`config.mk`:
```
export PLATFORM = sky130hd
export DESIGN_NAME = press_length_mode_selector_top
export DESIGN_NICKNAME = d
export VERILOG_FILES = /design/src/hw/rtl/plms_pkg.sv /design/src/hw/rtl/plms_step.sv /design/src/hw/rtl/press_length_mode_selector_top.sv
export SDC_FILE = /design/constraint.sdc
export NUM_CORES = 1
export LEC_CHECK = 0
export ABC_AREA = 1
export BUFFER_PORTS_ARGS = -buffer_cell sky130_fd_sc_hd__buf_2
export CAP_MARGIN = 20
export CORE_ASPECT_RATIO = 0.5
export CORE_MARGIN = 1
export CORE_UTILIZATION = 55
export CTS_CLUSTER_DIAMETER = 40
export DETAILED_ROUTE_END_ITERATION = 6
export PLACE_DENSITY = 0.75
export SYNTH_ARGS = -nofsm -noshare
export SYNTH_HDL_FRONTEND = slang
export SYNTH_SLANG_ARGS = --single-unit
```
`constraint.sdc`:
```
create_clock -name i_clk -period 6.8 [get_ports i_clk]
set_input_delay 1.36 -clock i_clk [delete_from_list [all_inputs] [get_ports i_clk]]
set_output_delay 1.36 -clock i_clk [all_outputs]
set_load 0.01 [all_outputs]
```
`src/hw/rtl/plms_pkg.sv`:
```
package plms_pkg;

    localparam int unsigned HOLD_CFG_W = 16;
    localparam int unsigned SEL_W      = 4;
    localparam int unsigned CFG_ADDR_W = 3;

    // Configuration register indexes
    localparam logic [CFG_ADDR_W-1:0] REG_SHORT_HOLD   = 3'd0;
    localparam logic [CFG_ADDR_W-1:0] REG_MEDIUM_HOLD  = 3'd1;
    localparam logic [CFG_ADDR_W-1:0] REG_LONG_HOLD    = 3'd2;
    localparam logic [CFG_ADDR_W-1:0] REG_MODE_COUNT   = 3'd3;
    localparam logic [CFG_ADDR_W-1:0] REG_SERIES_COUNT = 3'd4;

    // Reset values
    localparam logic [HOLD_CFG_W-1:0] RST_SHORT_HOLD   = 16'd10;
    localparam logic [HOLD_CFG_W-1:0] RST_MEDIUM_HOLD  = 16'd100;
    localparam logic [HOLD_CFG_W-1:0] RST_LONG_HOLD    = 16'd500;
    localparam logic [SEL_W-1:0]      RST_MODE_COUNT   = 4'd14;
    localparam logic [SEL_W-1:0]      RST_SERIES_COUNT = 4'd11;
    localparam logic [SEL_W-1:0]      SEL_FIRST        = 4'd1;

    // Item kinds (input tuser)
    localparam logic KIND_SAMPLE  = 1'b0;
    localparam logic KIND_PATTERN = 1'b1;

    typedef enum logic [1:0] {
        ACT_NONE   = 2'd0,
        ACT_POWER  = 2'd1,
        ACT_MODE   = 2'd2,
        ACT_SERIES = 2'd3
    } t_action;

    typedef struct packed {
        logic [HOLD_CFG_W-1:0] short_hold;
        logic [HOLD_CFG_W-1:0] medium_hold;
        logic [HOLD_CFG_W-1:0] long_hold;
        logic [SEL_W-1:0]      mode_count;
        logic [SEL_W-1:0]      series_count;
    } t_cfg;

    typedef struct packed {
        logic             last_pressed;
        logic [SEL_W-1:0] mode;
        logic [SEL_W-1:0] series;
        logic             auto_cycle;
        logic             power_high;
    } t_sel_state;

    // Increment with wrap back to one once the count is passed
    function automatic logic [SEL_W-1:0] wrap_inc(input logic [SEL_W-1:0] v,
                                                  input logic [SEL_W-1:0] count);
        logic [SEL_W:0] n;
        n = {1'b0, v} + {{SEL_W{1'b0}}, 1'b1};
        if (n > {1'b0, count}) begin
            return SEL_FIRST;
        end
        return n[SEL_W-1:0];
    endfunction

endpackage

```
`src/hw/rtl/plms_step.sv`:
```
module plms_step #(
    parameter int unsigned HOLD_BITS = 16
) (
    input  plms_pkg::t_cfg       i_cfg,
    input  plms_pkg::t_sel_state i_state,
    input  logic [HOLD_BITS-1:0] i_hold,
    input  logic                 i_kind,
    input  logic                 i_level,
    output plms_pkg::t_sel_state o_state,
    output logic [HOLD_BITS-1:0] o_hold,
    output plms_pkg::t_action    o_action
);

    localparam int unsigned CMP_W =
        (HOLD_BITS > plms_pkg::HOLD_CFG_W) ? HOLD_BITS : plms_pkg::HOLD_CFG_W;

    logic                 pressed;
    logic [HOLD_BITS-1:0] hold_inc;
    logic [CMP_W-1:0]     hold_x;
    logic [CMP_W-1:0]     short_x;
    logic [CMP_W-1:0]     medium_x;
    logic [CMP_W-1:0]     long_x;
    logic [plms_pkg::SEL_W:0] series_n;

    assign pressed  = ~i_level;
    assign hold_inc = (pressed && (i_hold != {HOLD_BITS{1'b1}})) ?
                      i_hold + {{(HOLD_BITS-1){1'b0}}, 1'b1} : i_hold;
    assign hold_x   = CMP_W'(hold_inc);
    assign short_x  = CMP_W'(i_cfg.short_hold);
    assign medium_x = CMP_W'(i_cfg.medium_hold);
    assign long_x   = CMP_W'(i_cfg.long_hold);
    assign series_n = {1'b0, i_state.series} + {{plms_pkg::SEL_W{1'b0}}, 1'b1};

    always_comb begin
        o_state  = i_state;
        o_hold   = i_hold;
        o_action = plms_pkg::ACT_NONE;
        if (i_kind == plms_pkg::KIND_PATTERN) begin
            if (i_state.auto_cycle) begin
                o_state.series = plms_pkg::wrap_inc(i_state.series, i_cfg.series_count);
            end
        end else begin
            o_hold = hold_inc;
            o_state.last_pressed = pressed;
            // second idle sample in a row: classify the finished press
            if (!pressed && !i_state.last_pressed) begin
                o_hold = '0;
                if (hold_x > long_x) begin
                    o_state.power_high = ~i_state.power_high;
                    o_action = plms_pkg::ACT_POWER;
                end else if (hold_x > medium_x) begin
                    o_state.mode = plms_pkg::wrap_inc(i_state.mode, i_cfg.mode_count);
                    o_action = plms_pkg::ACT_MODE;
                end else if (hold_x > short_x) begin
                    o_action = plms_pkg::ACT_SERIES;
                    if (i_state.auto_cycle) begin
                        o_state.auto_cycle = 1'b0;
                        o_state.series     = plms_pkg::SEL_FIRST;
                    end else if (series_n > {1'b0, i_cfg.series_count}) begin
                        o_state.auto_cycle = 1'b1;
                        o_state.series     = plms_pkg::SEL_FIRST;
                    end else begin
                        o_state.series = series_n[plms_pkg::SEL_W-1:0];
                    end
                end
            end
        end
    end

endmodule

```
`src/hw/rtl/press_length_mode_selector_top.sv`:
```
// Press length mode selector.
// Input stream: one word per button sample tick or pattern-run-finished event.
//   s_axis_tuser  = kind (0 sample tick, 1 pattern finished)
//   s_axis_tdata  = bit 0 raw active-low button level (ignored for events)
// Output stream: one word per input word, carrying the selection after it
//   plus the action the word caused (none, power toggle, mode, series step).
// Config port: i_cfg_we writes i_cfg_wdata into register i_cfg_addr
//   (0 short_hold, 1 medium_hold, 2 long_hold, 3 mode_count, 4 series_count);
//   other indexes are dropped. Write only while the block is idle.
// Output: the result word is registered and valid in the cycle after the input word is taken.
// Throughput: one word per cycle while the output is not stalled; the hold counter, thresholds and selection
//   state update in a single step, so back-to-back words are accepted.
// Stall: the output register holds its word while m_axis_tready is low; input
//   is still accepted in the cycle the held word leaves, and stalls otherwise.
// Reset (synchronous, active low): thresholds 10/100/500, counts 14/11,
//   mode and series 1, auto-cycle off, power high, hold counter cleared,
//   output empty.
module press_length_mode_selector_top #(
    parameter int unsigned HOLD_BITS = 16
) (
    input  logic        i_clk,
    input  logic        i_rst_n,
    // config write port
    input  logic        i_cfg_we,
    input  logic [2:0]  i_cfg_addr,
    input  logic [15:0] i_cfg_wdata,
    // input stream
    input  logic        s_axis_tvalid,
    output logic        s_axis_tready,
    input  logic [7:0]  s_axis_tdata,   // [0] button_level, [7:1] zero
    input  logic        s_axis_tuser,   // [0] mode (item kind)
    // output stream
    output logic        m_axis_tvalid,
    input  logic        m_axis_tready,
    output logic [15:0] m_axis_tdata    // [3:0] current_mode, [7:4] current_series,
                                        // [8] auto_cycle, [9] power_high,
                                        // [11:10] action, [15:12] zero
);

    plms_pkg::t_cfg       r_cfg;
    plms_pkg::t_sel_state r_state;
    plms_pkg::t_sel_state n_state;
    logic [HOLD_BITS-1:0] r_hold;
    logic [HOLD_BITS-1:0] n_hold;
    plms_pkg::t_action    n_action;
    logic                 r_out_valid;
    logic [15:0]          r_out_data;
    logic                 accept;

    // output slot frees when empty or being drained this cycle
    assign s_axis_tready = ~r_out_valid | m_axis_tready;
    assign accept        = s_axis_tvalid & s_axis_tready;

    plms_step #(
        .HOLD_BITS (HOLD_BITS)
    ) u_step (
        .i_cfg    (r_cfg),
        .i_state  (r_state),
        .i_hold   (r_hold),
        .i_kind   (s_axis_tuser),
        .i_level  (s_axis_tdata[0]),
        .o_state  (n_state),
        .o_hold   (n_hold),
        .o_action (n_action)
    );

    // config registers
    always_ff @(posedge i_clk) begin
        if (!i_rst_n) begin
            r_cfg.short_hold   <= plms_pkg::RST_SHORT_HOLD;
            r_cfg.medium_hold  <= plms_pkg::RST_MEDIUM_HOLD;
            r_cfg.long_hold    <= plms_pkg::RST_LONG_HOLD;
            r_cfg.mode_count   <= plms_pkg::RST_MODE_COUNT;
            r_cfg.series_count <= plms_pkg::RST_SERIES_COUNT;
        end else if (i_cfg_we) begin
            case (i_cfg_addr)
                plms_pkg::REG_SHORT_HOLD: begin
                    r_cfg.short_hold <= i_cfg_wdata;
                end
                plms_pkg::REG_MEDIUM_HOLD: begin
                    r_cfg.medium_hold <= i_cfg_wdata;
                end
                plms_pkg::REG_LONG_HOLD: begin
                    r_cfg.long_hold <= i_cfg_wdata;
                end
                plms_pkg::REG_MODE_COUNT: begin
                    r_cfg.mode_count <= i_cfg_wdata[plms_pkg::SEL_W-1:0];
                end
                plms_pkg::REG_SERIES_COUNT: begin
                    r_cfg.series_count <= i_cfg_wdata[plms_pkg::SEL_W-1:0];
                end
                default: begin
                end
            endcase
        end
    end

    // selection state and hold counter
    always_ff @(posedge i_clk) begin
        if (!i_rst_n) begin
            r_state.last_pressed <= 1'b0;
            r_state.mode         <= plms_pkg::SEL_FIRST;
            r_state.series       <= plms_pkg::SEL_FIRST;
            r_state.auto_cycle   <= 1'b0;
            r_state.power_high   <= 1'b1;
            r_hold               <= '0;
        end else if (accept) begin
            r_state <= n_state;
            r_hold  <= n_hold;
        end
    end

    // output register
    always_ff @(posedge i_clk) begin
        if (!i_rst_n) begin
            r_out_valid <= 1'b0;
        end else if (accept) begin
            r_out_valid <= 1'b1;
        end else if (m_axis_tready) begin
            r_out_valid <= 1'b0;
        end
    end

    always_ff @(posedge i_clk) begin
        if (accept) begin
            r_out_data <= {4'd0, n_action, n_state.power_high, n_state.auto_cycle,
                           n_state.series, n_state.mode};
        end
    end

    assign m_axis_tvalid = r_out_valid;
    assign m_axis_tdata  = r_out_data;

endmodule
```
==> results of run 1 <==
[power groups by stage]
stage	registers, mW	clock network [mW]	logic [mW]
after global placement	0.621	0	0.138
after global routing	0.611	0.531	0.166
after detailed placement	0.621	0	0.141
final	0.609	0.500	0.145
after CTS	0.609	0.512	0.143
after floorplan	0.622	0	0.101
[placed cells by master, fill, tap and decap left out, drive strengths merged]
cell type	count
nor4b	2
clkinv	5
nand2	150
inv	115
dfxtp	84
a21oi	102
nor3	5
xnor2	7
xor2	11
a21boi	2
o21ai	65
nor2	34
a21o	1
ha	56
o21ba	1
o21a	2
nand3	31
clkbuf	12
bufinv	1
o211ai	15
nand4	11
conb	4
edfxtp	12
buf	43
[flip-flops by register name, indices dropped and copies added (netlist names)]
signal         cells
r_hold            16
r_cfg             56
m_axis_tvalid      1
m_axis_tdata      12
r_state           11
[final cells by class]
class	instances	area [um2]
Timing Repair Buffer	43	245.2
Fill cell	855	3453
Clock inverter	4	45.04
Multi-Input combinational cell	499	3025
Tap cell	135	168.9
Clock buffer	12	246.5
Sequential cell	96	2042
Inverter	117	439.2
[worst register-to-register path, stage by stage (launching register included)]
cell and delay [ps]:
dfxtp_1 370, ha_1 230, nand2_1 120, nor2_4 50, nand2_2 90, o21ai_4 90, inv_2 110, nand3_2 100
nor4b_2 410, nand2_1 150, nor2_1 150, xor2_1 390, ha_1 210, nand2_1 50, inv_1 90, nand3_1 80
nor4b_1 560, nand4_2 280, a21oi_4 300, nand2_4 100, o21ai_2 150, nand2_1 60
[logic make-up (layout without fill, tap and decap cells)]
group,after synthesis,count (layout)
other,1,4
AND/OR/NAND/NOR,233,233
buffers and inverters,142,176
adder cells (fa/ha/maj),56,56
AO/OA/AOI/OAI,188,188
XOR/XNOR,18,18
flip-flops,96,96
[through the flow]
stage / std cells / worst slack, ps / power, mW / instance area, um2 / util
floorplan: 737 / 2551 / 0.7226 / 5618 / -
global route: 906 / 1753 / 1.308 / 6212 / 0.6427
detailed placement: 888 / 1672 / 0.7626 / 5886 / 0.6089
finish: 906 / 1928 / 1.254 / 6212 / 0.6427
global placement: 888 / 1728 / 0.7584 / 5886 / 0.6089
CTS: 904 / 2019 / 1.264 / 6177 / 0.6391
[final timing paths]
| kind | start | to | slack, ps | cells after the start |
|---|---|---|---|---|
| setup / recovery | s_axis_tdata[0] | m_axis_tdata[8] | 1930 | 19 |
| hold / removal | r_cfg[45] | r_cfg[45] | 460 | 2 |
| setup reg to reg | r_hold[0] | m_axis_tdata[8] | 2390 | 21 |
| hold reg to reg | r_cfg[45] | r_cfg[45] | 460 | 2 |
[layer usage]
metal / share of wire / vias up / GRT usage / routed length [um]
met3: 0.041 / 14 / 0.05737 / 490
met4: 0.013 / 0 / 0.06433 / 148
met1: 0.49 / 2172 / 0.3129 / 5776
met2: 0.46 / 78 / 0.3974 / 5416
li1: - / 2477 / - / -
met5: 0 / - / 0 / 0
==> impl_metrics.py, run 1 <==
metrics = {
    "flow_run": {
        "drv_cap": 0,
    },
    "setup_path": {
        "crit_fanout": 5,
        "end_kind": "flip-flop",
        "path_class": "input pin to flip-flop",
        "cp_slowest_cell": "nor4b_1",
        "start_kind": "input pin",
        "required_ps": 6900,
        "path_common_cell": "nand2_1",
        "max_stage_delay_ps": 560,
        "arrival_ps": 4970,
        "worstPathCellList": "buf_2 -> inv_1 -> o21ai_4 -> inv_2 -> nand3_2 -> nor4b_2 -> nand2_1 -> nor2_1 -> xor2_1 -> ha_1 -> nand2_1 -> inv_1 -> nand3_1 -> nor4b_1 -> nand4_2 -> a21oi_4 -> nand2_4 -> o21ai_2 -> nand2_1",
        "critPathBufInv": 4,
        "cpLargestDelayFamily": "simple AND/OR/NAND/NOR gates",
    },
    "floorplanning": {
        "die-area_um2": 10630,
        "initial_utilization": 0.5801,
        "placementRows": 25,
        "die_y_um": 73.40,
        "die_width_um": 144.8,
        "core_um2": 9666,
        "io_pins": 51,
    },
    "placement": {
        "place.gp.congestion": 0.8028,
        "port_buffers": 39,
        "dpl.hpwl_mm": 8.705,
    },
    "logic_synthesis": {
        "synth-compound-area-share": 0.1850,
        "ys_seq_area_frac": 0.3642,
        "synth_xor_area_frac": 0.02812,
        "synth_top_flop_cell": "dfxtp_1",
        "synth_top_family_by_area": "simple AND/OR/NAND/NOR gates",
        "syn_area_per_cell_um2": 7.638,
        "synthesis.area_um2": 5607,
        "synth_common_cells": "134 x nand2_1, 114 x inv_1, 99 x a21oi_1",
        "synth_mux_area_frac": 0,
        "synth_top_area_frac": 0.2999,
        "synth-simple-area-share": 0.1988,
        "synth_edf_count": 12,
        "synth_area_leaders": "dfxtp_1 30%, ha_1 12%, nand2_1 9.0%",
        "synthCells": 734,
        "ys_seq_elements": 96,
        "synthArstFlopShare": 0,
        "synth_adder_area_share": 0.1250,
        "ys_types": 39,
        "yosysTopAreaCell": "dfxtp_1",
        "ys_warn_count": 0,
        "synth.most_common_cell": "nand2_1",
    },
    "sta": {
        "worst_pin_slew_ps": 808.8,
        "drv_slew": 0,
        "post-route-period-util": 0.7164,
        "slew_headroom": 0.4608,
        "fin_skew_ps": 7.756,
        "fmax_mhz": 205.3,
        "finalCriticalPeriod_ps": 4872,
        "hold_viol": 0,
        "holdWs_ps": 462.8,
        "setup_viol": 0,
        "setup_tns_ps": 0,
        "rsz0062_at_grt": "no",
    },
    "routing": {
        "drtIter0Drc": 212,
        "postRouteAntennaNets": 0,
        "wire_per_inst_um": 13.06,
        "route.detailed.drc": 0,
        "wirelength_mm": 11.83,
        "vias": 4741,
        "vias_per_cell": 5.233,
        "firstDrtPassIters": 4,
    },
    "worst_hold_path": {
        "holdCritPathClass": "flip-flop to flip-flop",
    },
    "pwr": {
        "clkPwrFrac": 0.399,
        "pwr-share-comb": 0.116,
        "p_switching_mw": 0.3130,
        "pwr-share-seq": 0.485,
        "irDropWorstVdd_v": 0.0001191,
        "power.density_nw_per_um2": 201.9,
        "swShare": 0.2495,
        "power_leakage_nw": 2.900,
        "p_int_mw": 0.9415,
    },
    "clocking": {
        "post_cts.repair.setup_buffers": 0,
        "clk_latency_ps": 350,
        "root_buffer": "clkbuf_16",
        "cts_max_level": 3,
        "numCtsBuffers": 9,
        "cts.path.max_buffers": 2,
        "cts_sinks": 96,
        "cts_tree": "done",
        "post_cts_resized": 0,
        "hold_buffers": 0,
        "clk_pin_slew_worst_paths_ps": 60,
    },
    "global_routing": {
        "grt_max_degree": 54,
        "antenna_found_initial": 0,
        "grt_pass1_wl_mm": 19.68,
        "grt_pass1_vias": 4264,
        "grt_usage": 0.2392,
        "grt.overflow.total": 0,
    },
    "final_layout": {
        "layout.nets": 855,
        "syn_to_final_growth_pct": 10.80,
        "layout-drive-gt1-share": 0.1245,
        "diodes": 0,
    },
    "outcome": {
        "outcome": "finished clean",
    },
}
Power figures use the tool's default switching activity.
==> run 2: changes to the inputs <==
ABC_AREA = 0   (was 1)
clock period = 4.7 ns   (was 6.8 ns; I/O delays follow)
==> impl_metrics.py, run 2 <==
metrics = {
    "outcome": {
        "outcome": "finished clean",
    },
    "sta": {
        "setup_viol": 0,
        "setup_ws_ps": 276.5,
        "hold_viol": 0,
        "drv_slew": 0,
        "post-route-period-util": 0.9412,
        "finalCriticalPeriod_ps": 4424,
        "slew_headroom": 0.4259,
        "rsz0062_at_grt": "no",
        "worst_pin_slew_ps": 861.2,
        "fmax_mhz": 226.1,
        "holdWs_ps": 459.0,
        "setup_tns_ps": 0,
        "fin_skew_ps": 8.979,
    },
    "pwr": {
        "irDropWorstVdd_v": 0.0001728,
        "swShare": 0.2455,
        "power.density_nw_per_um2": 258.9,
        "power_leakage_nw": 2.648,
        "clkPwrFrac": 0.404,
        "power_mw": 1.650,
        "pwr-share-comb": 0.079,
        "pwr-share-seq": 0.517,
        "p_int_mw": 1.245,
        "p_switching_mw": 0.4051,
    },
    "setup_path": {
        "end_kind": "flip-flop",
        "endpoint": "m_axis_tdata[5]",
        "critPathBufInv": 3,
        "r2r_end": "m_axis_tdata[5]",
        "max_stage_delay_ps": 460,
        "arrival_ps": 4530,
        "path_class": "flip-flop to flip-flop",
        "r2r_cells": 19,
        "worstPathCellList": "ha_2 -> nand4_1 -> o41a_1 -> and4_1 -> nand3_1 -> nor2_1 -> buf_4 -> xor2_1 -> buf_4 -> ha_1 -> nand4_1 -> buf_4 -> nor4bb_1 -> nand2_1 -> o21a_4 -> o21ai_4 -> o41ai_2 -> and2_1 -> a22o_1",
        "start_kind": "flip-flop",
        "ff2ff_setup_slack_ps": 280,
        "cp_slowest_cell": "nor4bb_1",
        "r2r-start": "r_hold[1]",
        "path_common_cell": "buf_4",
        "crit_fanout": 5,
        "required_ps": 4810,
        "cpLargestDelayFamily": "simple AND/OR/NAND/NOR gates",
        "timing.critical_path.from": "r_hold[1]",
        "crit_cells": 19,
    },
    "logic_synthesis": {
        "synth.most_common_cell": "nand2_1",
        "syn_area_per_cell_um2": 8.242,
        "ys_warn_count": 0,
        "ys_seq_elements": 96,
        "synthesis.area_um2": 5687,
        "synthArstFlopShare": 0,
        "ys_types": 64,
        "synth_common_cells": "124 x nand2_1, 84 x dfxtp_1, 59 x inv_1",
        "synthCells": 690,
        "synth_edf_count": 12,
        "synth_area_leaders": "dfxtp_1 30%, ha_1 12%, nand2_1 8.2%",
        "ys_seq_area_frac": 0.3591,
        "synth_top_flop_cell": "dfxtp_1",
        "synth_top_area_frac": 0.2957,
        "yosysTopAreaCell": "dfxtp_1",
    },
    "placement": {
        "place_area_um2": 6072,
        "dpl.hpwl_mm": 9.651,
        "port_buffers": 39,
        "place.gp.congestion": 0.9153,
        "dp_cells": 853,
        "pre_cts_ws_ps": -5.010,
    },
    "final_layout": {
        "final_area_um2": 6375,
        "layout-drive-gt1-share": 0.1293,
        "multiInputGateArea_um2": 3288,
        "layout.nets": 819,
        "final.fill_count": 828,
        "largest_reg_flops": 56,
        "final_common_cell": "nand2_1",
        "layout_common_cells": "124 x nand2_1, 83 x dfxtp_1, 59 x inv_1, 57 x a21oi_1, 55 x ha_1",
        "regMostFlops": "r_cfg",
        "syn_to_final_growth_pct": 12.10,
        "diodes": 0,
        "finalNonFillerCells": 870,
        "post-route-util": 0.6553,
        "regArea_um2": 2043,
    },
    "routing": {
        "route.detailed.drc": 0,
        "wire_per_inst_um": 14.95,
        "wirelength_mm": 13.01,
        "drtIter0Drc": 324,
        "vias_per_cell": 5.617,
        "firstDrtPassIters": 5,
        "vias": 4887,
        "postRouteAntennaNets": 0,
    },
    "floorplanning": {
        "io_pins": 51,
        "core_um2": 9728,
        "placementRows": 25,
        "die_y_um": 73.90,
        "die_width_um": 145.8,
        "die-area_um2": 10770,
        "initial_utilization": 0.5846,
    },
    "global_routing": {
        "grt_usage": 0.2579,
        "grt_pass1_wl_mm": 21.91,
        "grt.overflow.total": 0,
        "antenna_found_initial": 0,
        "grt_max_degree": 64,
        "grt_pass1_vias": 4514,
    },
    "flow_run": {
        "drv_cap": 0,
    },
    "clocking": {
        "clk_pin_slew_worst_paths_ps": 70,
        "cts_sinks": 96,
        "numCtsBuffers": 9,
        "cts_tree": "done",
        "clk_latency_ps": 350,
        "cts.path.max_buffers": 2,
        "post_cts.repair.setup_buffers": 0,
        "cts_max_level": 3,
        "root_buffer": "clkbuf_16",
    },
    "worst_hold_path": {
        "holdCritPathClass": "flip-flop to flip-flop",
    },
}
run 2: cell count changes after synthesis, sizes merged, moves of 7 or more:
| cell | before | now |
|---|---|---|
| inv | 115 | 60 |
| a21oi | 102 | 58 |
| o21ai | 65 | 25 |
| nand2 | 150 | 124 |
| a22oi | 0 | 12 |
| mux2i | 0 | 11 |
| nand3 | 31 | 21 |
| a211oi | 0 | 8 |
| a31oi | 0 | 7 |
| and3 | 0 | 7 |
| clkbuf | 18 | 25 |
| nor2 | 34 | 41 |
run 2: cells by family after synthesis:
kind of cell               Yosys count  share of synthesized area
and+or+nand+nor                    250                     0.2064
AOI/OAI and AO/OA                  152                     0.1743
DFF                                 96                     0.3591
buffers and inverters               95                    0.06777
adders and majority gates           56                     0.1232
xor gates and xnor gates            24                    0.03938
muxes                               16                    0.02926
other                                1                  0.0006594
run 2: cell type report:
cell class / count / share of cell area
clock inverter: 6 / 0.005496
tap: 135 / 0.02650
sequential: 96 / 0.3205
timing repair buffer: 61 / 0.06045
clock buffer: 10 / 0.03592
inverter: 60 / 0.03533
multi-input combinational: 502 / 0.5158
run 2: tightest hold or removal path, delay by kind of cell, from the launching register on:
kind               cells  cell delay [ps]
AOI/OAI and AO/OA      1               50
DFF                    1              310
and+or+nand+nor        1               50
run 2: how the worst min path moves through the flow:
| stage | from | endpoint | cells after the start |
|---|---|---|---|
| final | r_cfg[46] | r_cfg[46] | 2 |
| after global routing | r_cfg[23] | r_cfg[23] | 2 |
| after CTS | r_cfg[46] | r_cfg[46] | 2 |
| after detailed placement | r_cfg[52] | r_cfg[52] | 2 |
| after global placement | r_cfg[32] | r_cfg[32] | 2 |
| after floorplan | r_cfg[11] | r_cfg[11] | 2 |
run 2: routing by layer:
layer | routed length (um) | global-route usage | up-vias
met5 | 0 | 0 | -
met4 | 123 | 0.07018 | 0
met3 | 744 | 0.05031 | 12
met2 | 5707 | 0.4184 | 132
met1 | 6431 | 0.3553 | 2259
li1 | - | - | 2484
run 2: power groups by stage:
| stage | Clock, mW | Sequential, mW | Combinational, mW |
|---|---|---|---|
| final | 0.667 | 0.853 | 0.130 |
| after CTS | 0.676 | 0.852 | 0.126 |
| after global routing | 0.710 | 0.854 | 0.146 |
| after floorplan | 0 | 0.872 | 0.0822 |
| after global placement | 0 | 0.870 | 0.123 |
| after detailed placement | 0 | 0.871 | 0.125 |
run 2: what timing repair did:
action                     4_1_cts  5_1_grt
setup endpoints to repair        0        9
resized for setup                0        5
hold buffers                     0        0
